### src/rtl/lmtc_pkg.sv
// Shared types, constants and the quarter-wave sine table of the transition compositor.
// Has no dependencies of its own. Used by lmtc_div, the top level and lmtc_checker.
package lmtc_pkg;

    localparam int LMTC_COLUMNS   = 32;
    localparam int LMTC_ROWS      = 8;
    localparam int CFG_INDEX_W    = 8;
    localparam int CFG_DATA_W     = 16;

    localparam logic [CFG_INDEX_W-1:0] CFG_MODE  = 8'd0;
    localparam logic [CFG_INDEX_W-1:0] CFG_TICKS = 8'd1;

    localparam logic [3:0]  MODE_RESET  = 4'd0;
    localparam logic [15:0] TICKS_RESET = 16'd100;

    localparam logic [3:0] MODE_FADE      = 4'd0;
    localparam logic [3:0] MODE_CURTAIN   = 4'd1;
    localparam logic [3:0] MODE_ZOOM      = 4'd2;
    localparam logic [3:0] MODE_ROTATE    = 4'd3;
    localparam logic [3:0] MODE_PIXELATE  = 4'd4;
    localparam logic [3:0] MODE_RIPPLE    = 4'd5;
    localparam logic [3:0] MODE_BLINK     = 4'd6;
    localparam logic [3:0] MODE_RELOAD    = 4'd7;
    localparam logic [3:0] MODE_CROSSFADE = 4'd8;

    localparam logic        KIND_LOAD    = 1'b0;
    localparam logic        KIND_COMPOSE = 1'b1;

    typedef enum logic [2:0] {
        ST_IDLE,
        ST_DIV,
        ST_MUL,
        ST_ADDR,
        ST_READ,
        ST_COLOR
    } lmtc_state_t;

    localparam logic [14:0] SINE_Q14 [65] = '{
        15'd0, 15'd402, 15'd804, 15'd1205, 15'd1606, 15'd2006, 15'd2404, 15'd2801,
        15'd3196, 15'd3590, 15'd3981, 15'd4370, 15'd4756, 15'd5139, 15'd5520,
        15'd5897, 15'd6270, 15'd6639, 15'd7005, 15'd7366, 15'd7723, 15'd8076,
        15'd8423, 15'd8765, 15'd9102, 15'd9434, 15'd9760, 15'd10080, 15'd10394,
        15'd10702, 15'd11003, 15'd11297, 15'd11585, 15'd11866, 15'd12140,
        15'd12406, 15'd12665, 15'd12916, 15'd13160, 15'd13395, 15'd13623,
        15'd13842, 15'd14053, 15'd14256, 15'd14449, 15'd14635, 15'd14811,
        15'd14978, 15'd15137, 15'd15286, 15'd15426, 15'd15557, 15'd15679,
        15'd15791, 15'd15893, 15'd15986, 15'd16069, 15'd16143, 15'd16207,
        15'd16261, 15'd16305, 15'd16340, 15'd16364, 15'd16379, 15'd16384
    };

    // Sine of a/256 turn in Q1.14.
    function automatic logic signed [15:0] sin_q14(input logic [7:0] a);
        logic [6:0]  idx;
        logic [15:0] mag;
        begin
            idx = a[6] ? 7'(7'd64 - {1'b0, a[5:0]}) : {1'b0, a[5:0]};
            mag = {1'b0, SINE_Q14[idx]};
            sin_q14 = a[7] ? -$signed(mag) : $signed(mag);
        end
    endfunction

endpackage

### src/rtl/lmtc_div.sv
// Progress divider: tick * 65536 / ticks, saturated at 1.0, four quotient bits a cycle.
// Depends on lmtc_pkg.
module lmtc_div
    import lmtc_pkg::*;
(
    input  logic        clk,
    input  logic        rst_n,
    input  logic        start,
    input  logic [15:0] tick,
    input  logic [15:0] ticks,
    output logic        done,
    output logic [16:0] progress
);

    logic [15:0] rem_reg, rem_next;
    logic [15:0] quo_reg, quo_next;
    logic [15:0] div_reg;
    logic        sat_reg;
    logic [1:0]  cnt_reg;
    logic        busy_reg;

    // Four restoring steps; remainder stays below the divisor while tick is below ticks.
    always_comb
    begin
        logic [16:0] r2;
        logic [15:0] r;
        logic [15:0] q;
        r = rem_reg;
        q = quo_reg;
        for (int i = 0; i < 4; i++)
        begin
            r2 = {r, 1'b0};
            if (r2 >= {1'b0, div_reg})
            begin
                r2 = r2 - {1'b0, div_reg};
                q  = {q[14:0], 1'b1};
            end
            else
            begin
                q  = {q[14:0], 1'b0};
            end
            r = r2[15:0];
        end
        rem_next = r;
        quo_next = q;
    end

    always_ff @(posedge clk or negedge rst_n)
    begin
        if (!rst_n)
        begin
            busy_reg <= 1'b0;
            cnt_reg  <= '0;
            done     <= 1'b0;
        end
        else
        begin
            done <= 1'b0;
            if (start)
            begin
                busy_reg <= 1'b1;
                cnt_reg  <= '0;
            end
            else if (busy_reg)
            begin
                cnt_reg <= cnt_reg + 2'd1;
                if (cnt_reg == 2'd3)
                begin
                    busy_reg <= 1'b0;
                    done     <= 1'b1;
                end
            end
        end
    end

    always_ff @(posedge clk)
    begin
        if (start)
        begin
            rem_reg <= tick;
            quo_reg <= '0;
            div_reg <= ticks;
            sat_reg <= (tick >= ticks);
        end
        else if (busy_reg)
        begin
            rem_reg <= rem_next;
            quo_reg <= quo_next;
        end
    end

    assign progress = sat_reg ? 17'h10000 : {1'b0, quo_reg};

endmodule

### config.mk
export PLATFORM = sky130hd
export DESIGN_NAME = lmtc_div
export DESIGN_NICKNAME = d
export VERILOG_FILES = /design/src/rtl/lmtc_pkg.sv /design/src/rtl/lmtc_div.sv
export SDC_FILE = /design/constraint.sdc
export NUM_CORES = 1
export LEC_CHECK = 0
export BUFFER_PORTS_ARGS = -buffer_cell sky130_fd_sc_hd__buf_4
export CAP_MARGIN = 10
export CORE_ASPECT_RATIO = 0.8
export CORE_MARGIN = 1
export CORE_UTILIZATION = 56
export DETAILED_ROUTE_END_ITERATION = 8
export PLACE_DENSITY_LB_ADDON = 0.05
export SETUP_SLACK_MARGIN = 0.02
export SLEW_MARGIN = 20
export SYNTH_ARGS = -nofsm -noshare
export SYNTH_HDL_FRONTEND = slang
export SYNTH_SLANG_ARGS = --single-unit
### constraint.sdc
create_clock -name clk -period 9.8 [get_ports clk]
set_input_delay 1.96 -clock clk [delete_from_list [all_inputs] [get_ports clk]]
set_output_delay 1.96 -clock clk [all_outputs]
set_load 0.02 [all_outputs]
# Yosys cells after proc, flatten, opt, wreduce, memory -nomap -nowiden
# Index checks and enable logic that the tools add are counted.
[word_totals] elab_cells=38 output_inout_bits=18 regBits=53 inputBits=35
[classes] add_sub_neg=5 n_mux=19 n_eq_ne=1 n_lt_le_gt_ge=5 reduce_logical=1
[op_table] operator="two-way mux 16 bit" count=6
[op_table] operator=">= comparator 17 x 16 -> 1 bit" count=4
[op_table] operator="subtractor 16 bit" count=4
[op_table] operator="two-way mux 17 bit" count=1
[op_table] operator=">= comparator 16 bit" count=1
[op_table] operator="two-way mux 1 bit" count=10
[op_table] operator="two-way mux 2 bit" count=2
[op_table] operator="adder 2 x 1 -> 2 bit (second input constant)" count=1
[op_table] operator="equality test 2 bit (second input constant)" count=1
[op_table] operator="nonzero test 2 bit" count=1

# Longest topological paths before layout
# Gate-level depths: netlist of run 1.
[depth] word_depth=10 mapped_depth=42

# Worst setup path before layout of run 1
# OpenSTA, ideal clock, no wires.
[synth_timing] path_kind="reg2reg" start="reg rem_reg[13]" end="reg rem_reg[13], data pin" setup_ps=261 required_time_ps=9539 path_slack_ps=651 n_path_buf=5 path_stages_with_launch=36 period_less_slack_ps=9149 t_arrival_ps=8889 path_cell_list="edfxtp_1 ha_1 buf_2 nand4b_1 or3_1 o211ai_1 clkbuf_1 mux2_2 ha_1 a21oi_1 o21ai_0 o21a_1 a21oi_1 a31oi_1 a211oi_4 buf_4 mux2_2 ha_1 or4_1 o211ai_1 a21oi_1 o21ai_0 and2_0 clkbuf_1 a21oi_1 or2_2 ha_1 inv_1 a21oi_1 o31a_1 o41a_1 a41oi_1 o311a_1 clkbuf_1 nand2_1 a221o_1"
[synth_between] elab_chain_cells=10 elab_cells_between_ends=14 cone_classes="add/sub (4); order compare (4); mux (6)"
[synth_rtl] item="start, declared" line_no="lmtc_div.sv:15" rtl="logic [15:0] rem_reg, rem_next;"
[synth_rtl] item="start signal, assigned" line_no="lmtc_div.sv:80" rtl="rem_reg <= tick;"
[synth_rtl] item="start signal, assigned" line_no="lmtc_div.sv:87" rtl="rem_reg <= rem_next;"
[synth_rtl] item="subtractor 16 bit or >= comparator 17 x 16 -> 1 bit (tied branches)" line_no="lmtc_div.sv:35, lmtc_div.sv:33"
[synth_rtl] item="two-way mux 16 bit (*)" line_no="lmtc_div.sv:33" rtl="if (r2 >= {1'b0, div_reg})"
[synth_rtl] item="subtractor 16 bit or >= comparator 17 x 16 -> 1 bit (tied branches)" line_no="lmtc_div.sv:35, lmtc_div.sv:33"
[synth_rtl] item="two-way mux 16 bit (*)" line_no="lmtc_div.sv:33"
[synth_rtl] item=">= comparator 17 x 16 -> 1 bit or subtractor 16 bit (tied branches)" line_no="lmtc_div.sv:33, lmtc_div.sv:35"
[synth_rtl] item="two-way mux 16 bit (*)" line_no="lmtc_div.sv:33"
[synth_rtl] item="subtractor 16 bit or >= comparator 17 x 16 -> 1 bit (tied branches)" line_no="lmtc_div.sv:35, lmtc_div.sv:33"
[synth_rtl] item="two-way mux 16 bit (*)" line_no="lmtc_div.sv:33"
[synth_rtl] item="two-way mux 16 bit (*)" line_no="lmtc_div.sv:85" rtl="else if (busy_reg)"
[synth_rtl] item="two-way mux 16 bit (*)" line_no="lmtc_div.sv:78" rtl="if (start)"
# Mark *: on every way between the ends. The rest lies on a longest branch, timed or not. The select of a mux whose other input is x is not followed.
# A chain may end at the register's enable or synchronous reset.

# Worst setup path in the final report of run 1
[layout_timing] start="reg div_reg[13]" end="reg rem_reg[1], data pin"
[layout_between] elab_chain_cells=10 elab_cells_between_ends=14 cone_classes="add/sub (4); order compare (4); mux (6)"
[layout_rtl] item="start, declared" line_no="lmtc_div.sv:17" rtl="logic [15:0] div_reg;"
[layout_rtl] item="start signal, assigned" line_no="lmtc_div.sv:82" rtl="div_reg <= ticks;"
[layout_rtl] item="subtractor 16 bit or >= comparator 17 x 16 -> 1 bit (tied branches)" line_no="lmtc_div.sv:35, lmtc_div.sv:33"
[layout_rtl] item="two-way mux 16 bit" line_no="lmtc_div.sv:33"
[layout_rtl] item="subtractor 16 bit or >= comparator 17 x 16 -> 1 bit (tied branches)" line_no="lmtc_div.sv:35, lmtc_div.sv:33"
[layout_rtl] item="two-way mux 16 bit" line_no="lmtc_div.sv:33"
[layout_rtl] item=">= comparator 17 x 16 -> 1 bit or subtractor 16 bit (tied branches)" line_no="lmtc_div.sv:33, lmtc_div.sv:35"
[layout_rtl] item="two-way mux 16 bit" line_no="lmtc_div.sv:33"
[layout_rtl] item="subtractor 16 bit or >= comparator 17 x 16 -> 1 bit (tied branches)" line_no="lmtc_div.sv:35, lmtc_div.sv:33"
[layout_rtl] item="two-way mux 16 bit (*)" line_no="lmtc_div.sv:33"
[layout_rtl] item="two-way mux 16 bit (*)" line_no="lmtc_div.sv:85"
[layout_rtl] item="two-way mux 16 bit (*)" line_no="lmtc_div.sv:78"
# Marked as above.

==> results of run 1 <==
[placed cells by master, fill, tap and decap left out, types with 8 or more instances in the layout]
master	synthesis	layout
a211o_1	8	8
a211oi_1	13	13
a21o_1	28	28
a21oi_1	56	53
buf_4	3	83
dfxtp_1	16	16
edfxtp_1	33	33
ha_1	78	76
inv_1	57	56
mux2_2	11	11
mux2i_1	19	19
nand2_1	50	50
nand3_1	16	16
nand4_1	9	9
nor2_1	61	60
nor2b_1	26	25
nor3_1	17	17
o2111ai_1	9	9
o21a_1	11	11
o21ai_0	43	40
xnor2_1	20	20
xor2_1	20	20
[cells in the mapped netlist (5+ instances only)]
master and number:
ha_1 78, nor2_1 61, inv_1 57, a21oi_1 56, nand2_1 50, o21ai_0 43
edfxtp_1 33, a21o_1 28, nor2b_1 26, xnor2_1 20, xor2_1 20, mux2i_1 19
nor3_1 17, dfxtp_1 16, nand3_1 16, clkbuf_1 14, a211oi_1 13, mux2_2 11
o21a_1 11, nand4_1 9, o2111ai_1 9, a211o_1 8, nand2b_1 7, o311ai_1 7
or2_2 7, and3_1 6, o21bai_1 6, a31oi_1 5, o211ai_1 5, o31ai_1 5
or3_1 5
[through the flow]
step / cell area [µm²] / hold slack, ns / utilization [%]
2_1_floorplan: 6120 / 0.452 / -
3_3_place_gp: 6790 / 0.466 / 65.0
3_5_place_dp: 6790 / 0.488 / 65.0
4_1_cts: 6930 / 0.506 / 66.3
5_1_grt: 7050 / 0.521 / 67.5
6_report: 7050 / 0.498 / 67.5
[worst paths after layout]
kind / start / to / slack [ns]
worst max register to register: div_reg[13] / rem_reg[1] / 0.36
worst min-delay path: quo_reg[13] / quo_reg[13] / 0.50
worst min register to register: quo_reg[13] / quo_reg[13] / 0.50
max in group asynchronous: rst_n / busy_reg / 8.26
worst max-delay path: div_reg[13] / rem_reg[1] / 0.36
min in group asynchronous: rst_n / cnt_reg[0] / 1.44
[final cells by class]
cell class,instances,area (µm²)
Inverter,57,214
Clock inverter,2,13.8
Clock buffer,6,129
Timing Repair Buffer,83,623
Multi-Input combinational cell,608,4490
Tap cell,140,175
Fill cell,855,3390
Sequential cell,53,1410
[worst min-delay path: cells and delay by family (launching register included)]
kind | cells | cell delay, ns
flops | 1 | 0.33
mux | 1 | 0.06
simple gates | 1 | 0.07
[metal layers]
metal | part of all wire (%) | track usage [%]
met1 | 46 | 46.7
met2 | 42 | 50.7
met3 | 11 | 6.76
met4 | 1.8 | 8.76
met5 | 0 | 0
[kinds of logic (layout without fill, tap and decap cells)]
family | after synthesis | count (layout) | synth area share, %
muxes | 30 | 30 | 5.13
buffers and inverters | 80 | 148 | 5.25
AOI/OAI and AO/OA | 239 | 239 | 27.0
xor gates and xnor gates | 40 | 40 | 5.72
DFF | 53 | 53 | 23.1
adders and majority gates | 79 | 79 | 16.3
and+or+nand+nor | 220 | 220 | 17.5
[timing repair]
item,4_1_cts,5_1_grt
pin swaps,0,2
endpoints found under the setup margin,5,17
hold buffers,0,0
resized for setup,1,24
buffers inserted,0,3
==> metrics.md, run 1 <==
| Metric | Value |
|---|---|
| Final Slew Violations | `0` |
| GRT Overall Usage | `32.9%` |
| CTS H-tree depth | `2` |
| Asr flop ratio synth | `7.55%` |
| Gate Count Post-Synth | `741` |
| Setup TNS | `0 ns` |
| Worst Setup Start Kind | `flop` |
| Yosys reg bits | `53` |
| CP bufs+invs | `6` |
| Post-route DRC violation count | `0` |
| Status | `completed` |
| Area Growth Syn to Fin | `15.3%` |
| Final hold vios | `0` |
| Vias post-DR | `6102` |
| Part of the Yosys area used for sequential elements | `23.1%` |
| RSZ-0062 raised after global routing | `no` |
| Hold path cells | `2` |
| # clock sinks | `53` |
| Crit path time final | `9.44 ns` |
| Placer Congestion | `1.04` |
| Vias per Instance | `6.43` |
| First-pass DRT Iterations | `5` |
| Layout cells sized above 1 | `15.9%` |
| CP max FO | `9` |
| CTS tree | `built` |
| Tcrit/Tclk final | `96.4%` |
| Initial antenna violation count | `0` |
| FF-to-FF path depth | `36` |
| Area of the mapped netlist | `6120 µm²` |
| Number of global-route vias before repair | `5572` |
| Setup WS post-layout | `0.355 ns` |
| Crit path max-delay family | `compound AO/OA/AOI/OAI gates` |
| Clock Tree Buf Depth | `2` |
| Post-Layout Cell Count | `949` |
| Worst Tran Pin Value | `1.05 ns` |
| Starting density of the core | `58.6%` |
| Critical path required time | `9.84 ns` |
| Leading area contributor after synthesis | `edfxtp_1` |
| Max_slew headroom | `29.9%` |
| EDFF count, synth | `33` |
| Dominant cells by area after synthesis | `edfxtp_1, ha_1, dfxtp_1, a21oi_1, nor2_1` |
| CTS Buf Count | `5` |
| # setup viols final | `0` |
| Clk root buf | `clkbuf_16` |
| Synth warn | `0` |
| Die height | `95.5 µm` |
| Max Clock Freq | `106 MHz` |
| Placed cells | `938` |
| Setup crit end kind | `flop` |
| Worst path max stage delay | `0.59 ns` |
| IO Port Bufs | `52` |
| Worst-Skew Late Latency | `0.30 ns` |
| Worst min-delay path category | `reg -> reg` |
| Pin count of the biggest net entering global routing | `70` |
| WS Path Type | `reg -> reg` |
| Synth Area per Inst | `8.26 µm²` |
| Net Count, Synth | `855` |
| Core area | `10400 µm²` |
| Post-synth top area share | `16.2%` |
| Critical Path AT | `9.49 ns` |
| Dpl hpwl | `14700 µm` |
| WL/cell | `19.3 µm` |
| Routed WL | `18300 µm` |
| Number of top-level pins | `53` |
| Die Area | `11400 µm²` |
| Clk_skew | `0.00682 ns` |
| N_diodes | `0` |
| DIE WIDTH | `119 µm` |
| Rows | `33` |
| Max-Cap Viols | `0` |
| First-pass GRT wire length | `28700 µm` |
| Place WS | `0.0153 ns` |
| Most common flop cell mapped by yosys | `edfxtp_1` |
| Starting DRT DRC Count | `531` |
| Post-synth cell types | `69` |
| Final #Nets | `922` |
| Slowest library cell on the worst path | `or4_1` |
| Total grt overflow | `0` |
| Antenna Nets Post-Route | `0` |
| CP Depth | `36` |
| Clock transition at the registers of the reported paths | `0.07 ns` |
Power of run 1 is left out: the tool's default activity adds up to more than one toggle a clock period on the data nets, which glitch-free logic cannot reach.
==> inputs of run 2 (changes only) <==
--- a/config.mk
+++ b/config.mk
@@ -7,9 +7,11 @@
 export LEC_CHECK = 0
 export BUFFER_PORTS_ARGS = -buffer_cell sky130_fd_sc_hd__buf_4
 export CAP_MARGIN = 10
+export CELL_PAD_IN_SITES_DETAIL_PLACEMENT = 0
+export CELL_PAD_IN_SITES_GLOBAL_PLACEMENT = 2
 export CORE_ASPECT_RATIO = 0.8
 export CORE_MARGIN = 1
-export CORE_UTILIZATION = 56
+export CORE_UTILIZATION = 34
 export DETAILED_ROUTE_END_ITERATION = 8
 export PLACE_DENSITY_LB_ADDON = 0.05
 export SETUP_SLACK_MARGIN = 0.02
==> run 2 against run 1 <==
Setup slack better by 0.23 ns. Critical endpoint is now rem_reg[13]. Via count down 0.82%. Highest routed layer unchanged. Flip-flop and latch count unchanged. Critical path type unchanged. Largest cell class unchanged.
==> metrics.md, run 2 (synthesized netlist as in run 1, its figures left out) <==
| Metric | Value |
|---|---|
| Crit path time final | `9.21 ns (-0.234 ns)` |
| Max Clock Freq | `109 MHz (+2.5%)` |
| Number of top-level pins | `53 (unchanged)` |
| CTS tree | `built` |
| Initial antenna violation count | `1 (+1)` |
| Placer Congestion | `0.947 (-9.1%)` |
| Critical Path AT | `9.28 ns (-0.21 ns)` |
| N_diodes | `0 (unchanged)` |
| Clock Tree Buf Depth | `2 (unchanged)` |
| Max_slew headroom | `28.8% (-1.1 points)` |
| Worst Hold End | `quo_reg[13]` |
| Core area | `17500 µm² (+67%)` |
| CTS Buf Count | `5 (unchanged)` |
| Place WS | `-0.0478 ns (-0.0631 ns)` |
| WS Path Type | `reg -> reg` |
| Post-route DRC violation count | `0 (unchanged)` |
| Pin count of the biggest net entering global routing | `70 (unchanged)` |
| Worst reg2reg path endpoint | `rem_reg[13]` |
| GRT Overall Usage | `23.8% (-9.2 points)` |
| DIE WIDTH | `152 µm (+28%)` |
| WL/cell | `20.3 µm (+4.9%)` |
| Worst min-delay path category | `reg -> reg` |
| Layout cells sized above 1 | `20.5% (+4.6 points)` |
| Tcrit/Tclk final | `94.0% (-2.4 points)` |
| Final Slew Violations | `0 (unchanged)` |
| Vias per Instance | `5.62 (-13%)` |
| Starting density of the core | `35.0% (-24 points)` |
| Most frequent cells in the layout | `buf_4, ha_1, nor2_1, inv_1, a21oi_1` |
| Die height | `122 µm (+28%)` |
| Setup WS post-layout | `0.589 ns (+0.234 ns)` |
| # clock sinks | `53 (unchanged)` |
| Clk root buf | `clkbuf_16` |
| Clk_skew | `0.0171 ns (+0.0103 ns)` |
| First-pass GRT wire length | `33200 µm (+16%)` |
| Status | `completed` |
| Fill cells | `1771 (+110%)` |
| Number of global-route vias before repair | `5782 (+3.8%)` |
| Routed WL | `21800 µm (+19%)` |
| IO Port Bufs | `52 (unchanged)` |
| Rows | `43 (+30%)` |
| Worst Tran Pin Value | `1.07 ns (+0.0169 ns)` |
| Setup crit end kind | `flop` |
| RSZ-0062 raised after global routing | `no` |
| Reg2reg start | `div_reg[10]` |
| Slowest library cell on the worst path | `edfxtp_1` |
| Vias post-DR | `6052 (-0.82%)` |
| CTS H-tree depth | `2 (unchanged)` |
| Worst-Skew Late Latency | `0.32 ns (+0.02 ns)` |
| First-pass DRT Iterations | `5 (unchanged)` |
| Starting DRT DRC Count | `331 (-38%)` |
| Worst Setup Start Kind | `flop` |
| Most common cell after layout, fill and taps aside | `buf_4` |
| Die Area | `18500 µm² (+63%)` |
| Hold path cells | `2 (unchanged)` |
| Min-delay src | `quo_reg[13]` |
| CP max FO | `9 (unchanged)` |
| Critical path required time | `9.87 ns (+0.03 ns)` |
| Area Growth Syn to Fin | `22.1%` |
| Final #Nets | `965 (+4.7%)` |
| Final hold vios | `0 (unchanged)` |
| Worst path max stage delay | `0.39 ns (-0.20 ns)` |
| Max-Cap Viols | `0 (unchanged)` |
| # setup viols final | `0 (unchanged)` |
| Dpl hpwl | `17900 µm (+22%)` |
| Most frequent CP cell | `buf_4` |
| Clock transition at the registers of the reported paths | `0.08 ns (about the same)` |
| Antenna Nets Post-Route | `0 (unchanged)` |
| Core Util, Final | `42.7% (-25 points)` |
| Total grt overflow | `0 (unchanged)` |
| Reg2reg setup slack | `0.59 ns (+0.23 ns)` |
| FF-to-FF path depth | `44 (+22%)` |
run 2: cell types whose count changed in the layout (fill, tap and decap cells not counted), moves of 2 or more:
cell | before | now
o311ai_2 | 0 | 2
buf_4 | 83 | 126
mux2i_2 | 0 | 2
mux2i_1 | 19 | 17
o311ai_0 | 3 | 1
run 2: repair_timing:
item                                    in CTS  in global routing
resized for setup                            1                 22
buffers inserted                             0                  6
hold endpoints to repair                     0                  0
hold buffers                                 0                  0
endpoints found under the setup margin       1                 17
pin swaps                                    0                  4
run 2: routing by layer:
layer  share of wire (%)  wire [µm]  track usage, %
met5                   0          0               0
met4                 1.5        338            5.93
met3                 5.3       1160            2.10
met2                  40       8730            35.1
met1                  53      11600            36.6
run 2: critical path, delay by kind of cell, from the launching register on:
| family | cells | cell delay [ns] |
|---|---|---|
| adder cells (fa/ha/maj) | 4 | 1.18 |
| buffers and inverters | 11 | 1.78 |
| XOR/XNOR | 1 | 0.16 |
| AO/OA/AOI/OAI | 20 | 4.04 |
| AND/OR/NAND/NOR | 6 | 0.84 |
| flip-flops | 1 | 0.39 |
| multiplexers | 2 | 0.58 |
run 2: final cells by class:
cell class,instances,area [µm²],area share [%]
flip-flops and latches,53,1410,18.9
well taps,225,282,3.77
clock buffers,5,125,1.67
multi-input cells,608,4470,59.8
repair buffers,126,946,12.7
clock inverters,3,28.8,0.385
inverters,57,214,2.86
run 2: per-stage QoR:
stage / std cells / hold WS [ns] / area, µm² / setup TNS [ns]
after floorplan: 741 / 0.452 / 6120 / 0
after global placement: 1063 / 0.465 / 7190 / 0
after detailed placement: 1063 / 0.476 / 7190 / -0.0478
after CTS: 1071 / 0.498 / 7350 / 0
after global routing: 1077 / 0.518 / 7470 / 0
final: 1077 / 0.495 / 7470 / 0
run 2: how the worst max path moves through the flow:
stage / slack, ns / endpoint / start
after floorplan: 0.65 / rem_reg[13] / rem_reg[13]
after global placement: 0.05 / rem_reg[2] / div_reg[14]
after detailed placement: -0.05 / rem_reg[2] / div_reg[14]
after CTS: 0.06 / rem_reg[2] / div_reg[14]
after global routing: 0.07 / rem_reg[13] / div_reg[1]
final: 0.59 / rem_reg[13] / div_reg[10]
Power of run 2 is left out for the same reason.
